<file path="src/rtl/core/acs_pkg.sv">
package acs_pkg;

    localparam int TABLE_SIZE = 512;
    localparam int IDX_W      = $clog2(TABLE_SIZE);
    localparam int CNT_W      = IDX_W + 1;
    localparam int FRAC_BITS  = 16;
    localparam int WEIGHT_W   = FRAC_BITS + 1;
    localparam int PROD_W     = WEIGHT_W + IDX_W;
    localparam int SCL_W      = PROD_W + 2;
    localparam int CFG_W      = 10;

    localparam logic [SCL_W-1:0]    ONE_SCL = SCL_W'(1) << FRAC_BITS;
    localparam logic [WEIGHT_W-1:0] ONE_THR = WEIGHT_W'(1) << FRAC_BITS;
    localparam logic [CNT_W-1:0]    N_MAX   = CNT_W'(TABLE_SIZE);

    typedef enum logic [0:0] {
        OP_LOAD   = 1'b0,
        OP_SAMPLE = 1'b1
    } t_op;

    typedef enum logic [1:0] {
        ST_OK        = 2'd0,
        ST_RANGE     = 2'd1,
        ST_NOT_BUILT = 2'd2
    } t_status;

    typedef enum logic [2:0] {
        S_IDLE,
        S_SAMP,
        S_BUILD,
        S_PAIR_IDX,
        S_PAIR_UPD,
        S_LEFT_L,
        S_LEFT_S
    } t_state;

    typedef struct packed {
        t_op                 op;
        t_status             status;
        logic [IDX_W-1:0]    idx;
        logic [PROD_W-1:0]   scaled;
        logic                last;
        logic [FRAC_BITS-1:0] frac;
    } t_req;

endpackage

</file>
<file path="src/rtl/core/acs_queue.sv">
module acs_queue (
    input  logic           i_clk,
    input  logic           i_rst_n,
    input  logic           i_push,
    input  acs_pkg::t_req  i_req,
    output logic           o_full,
    input  logic           i_pop,
    output logic           o_valid,
    output acs_pkg::t_req  o_req
);
    import acs_pkg::*;

    t_req       r_mem [2];
    logic       r_wp, r_rp;
    logic [1:0] r_cnt;
    logic       push_ok, pop_ok;

    assign o_full  = r_cnt == 2'd2;
    assign o_valid = r_cnt != 2'd0;
    assign o_req   = r_mem[r_rp];
    assign push_ok = i_push && !o_full;
    assign pop_ok  = i_pop && o_valid;

    always_ff @(posedge i_clk) begin
        if (push_ok) begin
            r_mem[r_wp] <= i_req;
        end
    end

    always_ff @(posedge i_clk) begin
        if (!i_rst_n) begin
            r_wp  <= 1'b0;
            r_rp  <= 1'b0;
            r_cnt <= 2'd0;
        end else begin
            if (push_ok) r_wp <= ~r_wp;
            if (pop_ok)  r_rp <= ~r_rp;
            r_cnt <= r_cnt + 2'(push_ok) - 2'(pop_ok);
        end
    end
endmodule

</file>
<file path="config.mk">
export PLATFORM = sky130hd
export DESIGN_NAME = acs_queue
export DESIGN_NICKNAME = d
export VERILOG_FILES = /design/src/rtl/core/acs_pkg.sv /design/src/rtl/core/acs_queue.sv
export SDC_FILE = /design/constraint.sdc
export NUM_CORES = 1
export LEC_CHECK = 0
export BUFFER_PORTS_ARGS = -buffer_cell sky130_fd_sc_hd__buf_2
export CAP_MARGIN = 20
export CELL_PAD_IN_SITES_DETAIL_PLACEMENT = 1
export CELL_PAD_IN_SITES_GLOBAL_PLACEMENT = 2
export CORE_MARGIN = 10
export CORE_UTILIZATION = 35
export CTS_CLUSTER_DIAMETER = 100
export DETAILED_ROUTE_END_ITERATION = 7
export GPL_TIMING_DRIVEN = 0
export PLACE_DENSITY_LB_ADDON = 0.1
export SYNTH_ARGS = -nofsm -noshare
export SYNTH_HDL_FRONTEND = slang
export SYNTH_SLANG_ARGS = --single-unit
export TNS_END_PERCENT = 30
</file>
<file path="constraint.sdc">
create_clock -name i_clk -period 3.5 [get_ports i_clk]
set_clock_uncertainty 0.05 [all_clocks]
set_input_delay 0.525 -clock i_clk [delete_from_list [all_inputs] [get_ports i_clk]]
set_output_delay 0.525 -clock i_clk [all_outputs]
set_load 0.03 [all_outputs]
</file>
==> results.tsv <==
metric	value	unit
Synth Area in Simple Gates	0.0121	
post-cts gate resize count	0	
syn nets	258	
pwr dens	810	nW/um^2
final worst slack	1350	ps
number of diodes	0	
Die ar.	17600	sq um
worst hold margin	261	ps
Core ar.	12600	sq um
TritonCTS Buffers	17	
CP required	2920	ps
Yosys warning count	0	
largest family of logic cells by synthesized area	multiplexers	
Pre-antenna DRT Iters	4	
Yosys cell types	18	
Post-DRT Antenna Nets	0	
Cell Area, Synth	4460	sq um
Synth Instances	197	
most common cell after layout, fill and taps aside	buf_2	
area grow syn2layout	30.4	%
# setup viols final	0	
layout cell share with drive strength beyond 1	0.581	
Initial Utilization	0.355	
Final Hold Vio Count	0	
area of the multi-input gates	942	sq um
Max stage delay on crit path	320	ps
vias in the first global route	2519	
Mapped Avg Cell Area	22.6	sq um
fill count	1255	
Synth top area share	0.741	
DR vias/cell	4.34	
complex-gate fraction of the synthesized area	0.00168	
status	finished, final reports clean	
Area after DPL	5300	sq um
cell area after layout	5810	sq um
Synth Area in Adders	0.00562	
TritonCTS clock tree	built	
Pins Over Slew Limit	0	
initial antenna violation count	0	
Fin Setup TNS	0	ps
cell taking the most area after synthesis	edfxtp_1	
Root Buffer	clkbuf_16	
worst-margin pin slew	815	ps
initial DRC count	101	
DRC	0	
critical path's slowest cell	dfxtp_1	
dpl ws	1640	ps
clk sinks	115	
IO buf count	115	
maximum vdd drop	0.374	mV
crit end category	output pin	
Routed WL per cell	17.5	um
Slew HR	0.456	
mux contribution to synthesized area	0.183	
final critical-path required period	2150	ps
CP cell instances	buf_6 -> buf_12 -> mux2_4 -> buf_2	
number of top-level pins	116	
final wirelength	9040	um
Max Freq	465	MHz
Post-CTS Setup Bufs	0	
Placer Congestion	0.642	
GRT met2 Usage	0.173	
clk_lat worst skew	400	ps
H-tree levels	4	
CP Launch Type	flop	
Total Routing Usage GR	0.106	
crit-path max FO	10	
CTS Buffer Depth	2	
DP HPWL	6190	um
Die H	133	um
most frequent cells in the layout	buf_2 (115), edfxtp_1 (110), mux2_4 (50)	
sequential cell area	3400	sq um
Reg clk slew, reported paths	50	ps
Crit Path Category	flop to output pin	
routed via count	2248	
Most Crowded Layer GR	met2	
largest cells by area after synthesis	edfxtp_1 (74%), mux2_4 (17%), buf_12 (2.2%), dfxtp_1 (2.2%), mux2_2 (1.3%)	
GR Overflow Total	0	
synthesized flop and latch total	115	
met1 global-route usage	0.110	
Final period util	0.615	
# rows	41	
cts hold-fix bufs	0	
chip width	133	um
first-pass GRT wire length	14100	um
Max-Cap Viols	0	
sequential-to-total area share from yosys stat	0.764	
Hold Path Class	input port to flop	
largest net degree at the start of global routing	56	
Critical Path AT	1580	ps
leakage power	2.30	nW
RSZ-0062 raised after global routing	no	
xor/xnor cell area share of the yosys netlist	0.00590	
final layout net count	394	
met3 Use GR	0.0556	
==> final cells by class <==
cell class	instances	area share
clock buffer	32	0.0881
inverter	3	0.00194
sequential	115	0.586
multi-input combinational	73	0.162
buffer	6	0.0192
tap	172	0.0370
timing repair buffer	117	0.106
==> cell usage after synthesis <==
library cell,n
mux2i_1,1
nor2_1,4
dfxtp_1,5
or2_2,1
nand2_1,2
buf_12,5
mux2_2,5
xnor2_1,2
buf_6,1
mux2_4,50
o21a_1,1
and3_1,1
edfxtp_1,110
inv_1,3
xor2_1,1
ha_1,2
and2_1,1
nand2b_1,2
==> registers in the layout (all words and copies together), names as in the netlist, named ones only <==
name,flops
r_mem,110
r_rp,1
r_wp,1
r_cnt,2
==> layer usage <==
metal	vias up	part of all wire
met5	-	0
met4	0	0.015
met3	13	0.088
met2	81	0.51
met1	1107	0.39
li1	1047	-
==> report_power, final <==
group | switching [mW] | leakage (nW) | internal, mW
Combinational | 0.845 | 0.982 | 0.602
Sequential | 0.0521 | 1.07 | 1.73
Clock | 0.517 | 0.245 | 0.959
==> cell families (layout without fill, tap and decap cells) <==
logic type               after synthesis  after routing
XOR/XNOR                               3              3
buffers and inverters                  9            158
AO/OA/AOI/OAI                          1              1
AND/OR/NAND/NOR                       11             11
flip-flops                           115            115
multiplexers                          56             56
adder cells (fa/ha/maj)                2              2
==> stage by stage <==
step / util / instances / total power [mW]
6_report: 0.462 / 518 / 4.71
3_5_place_dp: 0.422 / 486 / 3.30
2_1_floorplan: - / 197 / 2.90
5_1_grt: 0.462 / 518 / 4.94
3_3_place_gp: 0.417 / 484 / 3.27
4_1_cts: 0.462 / 518 / 4.80
==> path summary, 6_finish.rpt <==
path,depth (start not counted),end,slack [ps],start
worst max register to register,8,r_cnt[1]$_SDFF_PN0_,1750,r_cnt[0]$_SDFF_PN0_
worst max-delay path,4,o_req[29],1350,flop
worst min-delay path,1,r_mem[0][18]$_DFFE_PP_,260,i_req[18]
worst min register to register,2,r_rp$_SDFFE_PN0P_,470,r_rp$_SDFFE_PN0P_
==> worst max-delay path: cells and delay by family (launching register included) <==
| kind | cells | cell delay (ps) |
|---|---|---|
| buffers and inverters | 3 | 560 |
| muxes | 1 | 310 |
| DFF | 1 | 320 |
Power figures use the tool's default switching activity.
