## src/rtl/core/acs_pkg.sv

```systemverilog
package acs_pkg;

    localparam int TABLE_SIZE = 512;
    localparam int IDX_W      = $clog2(TABLE_SIZE);
    localparam int CNT_W      = IDX_W + 1;
    localparam int FRAC_BITS  = 16;
    localparam int WEIGHT_W   = FRAC_BITS + 1;
    localparam int PROD_W     = WEIGHT_W + IDX_W;
    localparam int SCL_W      = PROD_W + 2;
    localparam int CFG_W      = 10;

    localparam logic [SCL_W-1:0]    ONE_SCL = SCL_W'(1) << FRAC_BITS;
    localparam logic [WEIGHT_W-1:0] ONE_THR = WEIGHT_W'(1) << FRAC_BITS;
    localparam logic [CNT_W-1:0]    N_MAX   = CNT_W'(TABLE_SIZE);

    typedef enum logic [0:0] {
        OP_LOAD   = 1'b0,
        OP_SAMPLE = 1'b1
    } t_op;

    typedef enum logic [1:0] {
        ST_OK        = 2'd0,
        ST_RANGE     = 2'd1,
        ST_NOT_BUILT = 2'd2
    } t_status;

    typedef enum logic [2:0] {
        S_IDLE,
        S_SAMP,
        S_BUILD,
        S_PAIR_IDX,
        S_PAIR_UPD,
        S_LEFT_L,
        S_LEFT_S
    } t_state;

    typedef struct packed {
        t_op                 op;
        t_status             status;
        logic [IDX_W-1:0]    idx;
        logic [PROD_W-1:0]   scaled;
        logic                last;
        logic [FRAC_BITS-1:0] frac;
    } t_req;

endpackage

```

## src/rtl/core/acs_front.sv

```systemverilog
module acs_front (
    input  logic           i_clk,
    input  logic           i_rst_n,
    input  logic           i_valid,
    input  logic           i_operation,
    input  logic [8:0]     i_entry_index,
    input  logic [16:0]    i_weight,
    input  logic           i_last_entry,
    input  logic [8:0]     i_random_slot,
    input  logic [15:0]    i_random_fraction,
    input  logic           i_cfg_valid,
    input  logic [9:0]     i_cfg_data,
    output logic           o_push,
    output acs_pkg::t_req  o_req,
    output logic           o_cfg_clr
);
    import acs_pkg::*;

    logic [CNT_W-1:0] r_n, n_n;
    logic [IDX_W-1:0] idx;
    logic             in_range;

    always_comb begin
        n_n = r_n;
        if (i_cfg_data == '0) begin
            n_n = CNT_W'(1);
        end else if (CNT_W'(i_cfg_data) > N_MAX) begin
            n_n = N_MAX;
        end else begin
            n_n = CNT_W'(i_cfg_data);
        end
    end

    always_ff @(posedge i_clk) begin
        if (!i_rst_n) begin
            r_n <= N_MAX;
        end else if (i_cfg_valid) begin
            r_n <= n_n;
        end
    end

    assign o_cfg_clr = i_cfg_valid;
    assign o_push    = i_valid;
    assign idx       = (t_op'(i_operation) == OP_LOAD) ? i_entry_index : i_random_slot;
    assign in_range  = CNT_W'(idx) < r_n;

    always_comb begin
        o_req.op     = t_op'(i_operation);
        o_req.status = in_range ? ST_OK : ST_RANGE;
        o_req.idx    = idx;
        o_req.scaled = PROD_W'(i_weight * r_n);
        o_req.last   = i_last_entry;
        o_req.frac   = i_random_fraction;
    end
endmodule

```

## config.mk

```make
export PLATFORM = sky130hd
export DESIGN_NAME = acs_front
export DESIGN_NICKNAME = d
export VERILOG_FILES = /design/src/rtl/core/acs_pkg.sv /design/src/rtl/core/acs_front.sv
export SDC_FILE = /design/constraint.sdc
export NUM_CORES = 1
export LEC_CHECK = 0
export BUFFER_PORTS_ARGS = -buffer_cell sky130_fd_sc_hd__buf_2
export CAP_MARGIN = 25
export CORE_MARGIN = 4
export CORE_UTILIZATION = 53
export DETAILED_ROUTE_END_ITERATION = 7
export PLACE_DENSITY = 0.78
export SETUP_SLACK_MARGIN = 0.5
export SLEW_MARGIN = 30
export SYNTH_ARGS = -nofsm -noshare
export SYNTH_HDL_FRONTEND = slang
export SYNTH_SLANG_ARGS = --single-unit
```

## constraint.sdc

```tcl
create_clock -name i_clk -period 7.2 [get_ports i_clk]
set_input_delay 1.44 -clock i_clk [delete_from_list [all_inputs] [get_ports i_clk]]
set_output_delay 1.44 -clock i_clk [all_outputs]
set_load 0.02 [all_outputs]
```

==> impl_metrics.ini <==
[outcome]
outcome = complete, but fails checks
violations = negative setup slack

[synth]
syn_area_um2 = 6269
postSynthAreaPerCell_um2 = 8.482
ys_ff_latch = 10
ys_types = 52
syn_nets = 990
yosys.area.top_type = fa_1
synth.area.top_cells = fa_1, ha_1, and2_1, inv_1, nand2_1
synth_edf_count = 0
ys.flop_type = dfxtp_1
yosysSeqAreaShare_pct = 3.194
ys_async_sr_fraction_pct = 0
synth_cells = 739
ys_warn_count = 0
synth_top_area_share_pct = 37.37

[sta]
finalHoldViolations = 0
slew_viol_final = 0
relSlewSlack_pct = 39.99
fin_skew_ns = 0
finalCritPeriodShare_pct = 103.5
setup-violations-final = 12
period_needed_ns = 7.450
fmax_ghz = 0.1342
setup_slack_ns = -0.2498
rsz0062_at_grt = true
worstMarginPinSlew_ns = 0.8989

[die]
io_pins = 124
placementRows = 39
core_um2 = 11520
dieHeight_um = 116.8
fp.dieArea_um2 = 13630
die_w_um = 116.8
initial_utilization_pct = 54.43

[cts]
cts_max_level = 1
cts_buffers = 3
clockBufferDepth = 2
cts.sinks = 10
cts-root-buf = clkbuf_16
cts_tree = yes
clk_latency_ns = 0.24
path_clk_slew_ns = 0.04

[layout]
layoutNonFillerInstCount = 1005
fin_nets = 1114
n_antenna_cell = 0
syn2layout_area_growth_pct = 31.82
largest_register_ffs = 10
drive_above_1_share_pct = 34.92
reg.largest.list = r_n: 10 flops
layout.cells.most_common_list = inv_1, fa_1, buf_4
final_common_cell = inv_1
largest_register = r_n

[place]
place_congestion = 0.8807
numPortBuffers = 86
dp_hpwl_um = 13260
dp_cells = 984
dpl_worst_slack_ns = -0.3654

[critical_path]
start_kind = input pin
endpoint_kind = output pin
r2r-start = r_n[6]
reg2reg_slack_ns = 5.73
worstRegToRegCells = 3
cp.arrival_ns = 6.01
critPathMaxFanout = 5
path_class = input pin to output pin
cpPeakStageDelay_ns = 0.55
cp_common_cell = fa_1
crit_slowest_cell = fa_1
critical_path.cell_chain = buf_6 > and2_4 > fa_1 > inv_2 > fa_1 > inv_1 > fa_1 > fa_1 > inv_1 > fa_1 > inv_2 > ha_4 > buf_6 > nand4_1 > o21a_4 > o31ai_4 > nor3_2 > a211oi_4 > buf_6
timing.rr.end = r_n[6]
cp.required_ns = 5.76

[worst_hold_path]
hold_path.startpoint = r_n[9]
hold_depth = 2
hp-class = flip-flop to flip-flop
hold_path_end = r_n[9]

[power_and_ir_drop]
sw_frac_of_total_pct = 47.03
combPwrFrac_pct = 85.9
power_switching_mw = 0.6046
clock_power_share_pct = 8.5
internal_power_mw = 0.6809
p_per_area_nw_per_um2 = 155.6
leakage_nw = 4.275
p_seq_share_pct = 5.6
power_mw = 1.285
max-vdd-ir-drop_uv = 139.2

[flow_run]
cap_violations = 0

[global_route]
grt_start_max_net_pins = 20
grt-ovfl-total = 0
grt_pass1_wl_um = 29210
antenna_found_initial = 0
grt_use_total_pct = 26.69
grt_pass1_vias = 6541

[drt]
vias_per_cell = 5.542
drc_errors = 0
vias = 5570
wl_per_cell_um = 16.79
first_pass_iters = 4
ant_nets = 0
first_iter_violations = 243
wl_um = 16870
==> timing repair <==
item                                    4_1_cts  5_1_grt
gates resized for setup                     119       39
buffers inserted                              7        9
hold buffers                                  0        0
gates cloned                                  1        0
endpoints found under the setup margin       19       19
pin swaps                                    39       38
==> layer usage <==
| metal | vias up | GRT usage, % | share of wire [%] |
|---|---|---|---|
| met3 | 66 | 3.368 | 4.4 |
| met2 | 183 | 52.07 | 56 |
| met4 | 0 | 11.01 | 4.0 |
| met1 | 2813 | 28.61 | 35 |
| li1 | 2508 | - | - |
| met5 | - | 0 | 0 |
==> worst max-delay path by stage <==
stage	from	endpoint	depth (start not counted)
2_1_floorplan	i_weight[12]	o_req[40]	20
3_5_place_dp	i_weight[8]	o_req[40]	20
4_1_cts	i_weight[12]	o_req[40]	20
5_1_grt	i_weight[12]	o_req[42]	19
3_3_place_gp	i_weight[11]	o_req[40]	20
6_report	i_weight[12]	o_req[42]	19
==> logic make-up after synthesis <==
logic type	synth area share, %
AO/OA/AOI/OAI	8.523
XOR/XNOR	3.074
adder cells (fa/ha/maj)	50.90
buffers and inverters	12.40
flip-flops	3.194
multiplexers	1.776
other	0.05982
AND/OR/NAND/NOR	20.08
==> final cells by class <==
cell class                      count  area, µm²
Fill cell                         846       3253
Tap cell                          143      178.9
Sequential cell                    10      200.2
Inverter                          131      491.7
Timing Repair Buffer              174       1369
Clock buffer                        4      88.84
Multi-Input combinational cell    543       5934
==> cell usage after synthesis, types with 2 or more instances <==
cell / instances
xor2_1: 4
nand2b_1: 5
nor4_1: 2
dfxtp_1: 10
nand3_1: 8
a31o_2: 2
xnor2_1: 18
nand4_1: 4
o22ai_1: 6
nor3_1: 9
fa_1: 117
ha_1: 67
inv_1: 131
nor2_1: 10
o21bai_1: 2
buf_4: 21
or4_1: 2
and2_1: 95
a21oi_1: 22
nor2b_1: 3
mux2_2: 9
nand2_1: 105
a21o_1: 9
clkbuf_1: 34
a221oi_1: 2
a211oi_1: 2
o21ai_1: 2
o21ai_0: 14
==> through the flow <==
stage | util (%) | hold WS [ns] | instance area, µm² | setup TNS [ns]
final | 71.75 | 0.7714 | 8263 | -1.187
after global routing | 71.75 | 0.8265 | 8263 | -3.433
after CTS | 69.86 | 0.7821 | 8045 | -0.7933
after detailed placement | 64.37 | 0.7039 | 7413 | -3.187
after global placement | 64.37 | 0.7249 | 7413 | -1.910
after floorplan | - | 0.6419 | 6688 | -0.2829
==> worst max-delay path, delay by kind of cell <==
| family | cells | cell delay, ns |
|---|---|---|
| AOI/OAI and AO/OA | 3 | 0.80 |
| adders and majority gates | 6 | 2.84 |
| buffers and inverters | 7 | 0.55 |
| and+or+nand+nor | 3 | 0.38 |
==> power by group through the flow <==
| stage | Clock (mW) | Sequential [mW] | Combinational, mW |
|---|---|---|---|
| detailed placement | 0 | 0.0713 | 0.917 |
| global route | 0.114 | 0.0728 | 1.21 |
| finish | 0.109 | 0.0722 | 1.10 |
| floorplan | 0 | 0.0604 | 0.658 |
| global placement | 0 | 0.0711 | 0.894 |
| CTS | 0.109 | 0.0713 | 1.06 |
(Power assumes the default switching activity.)
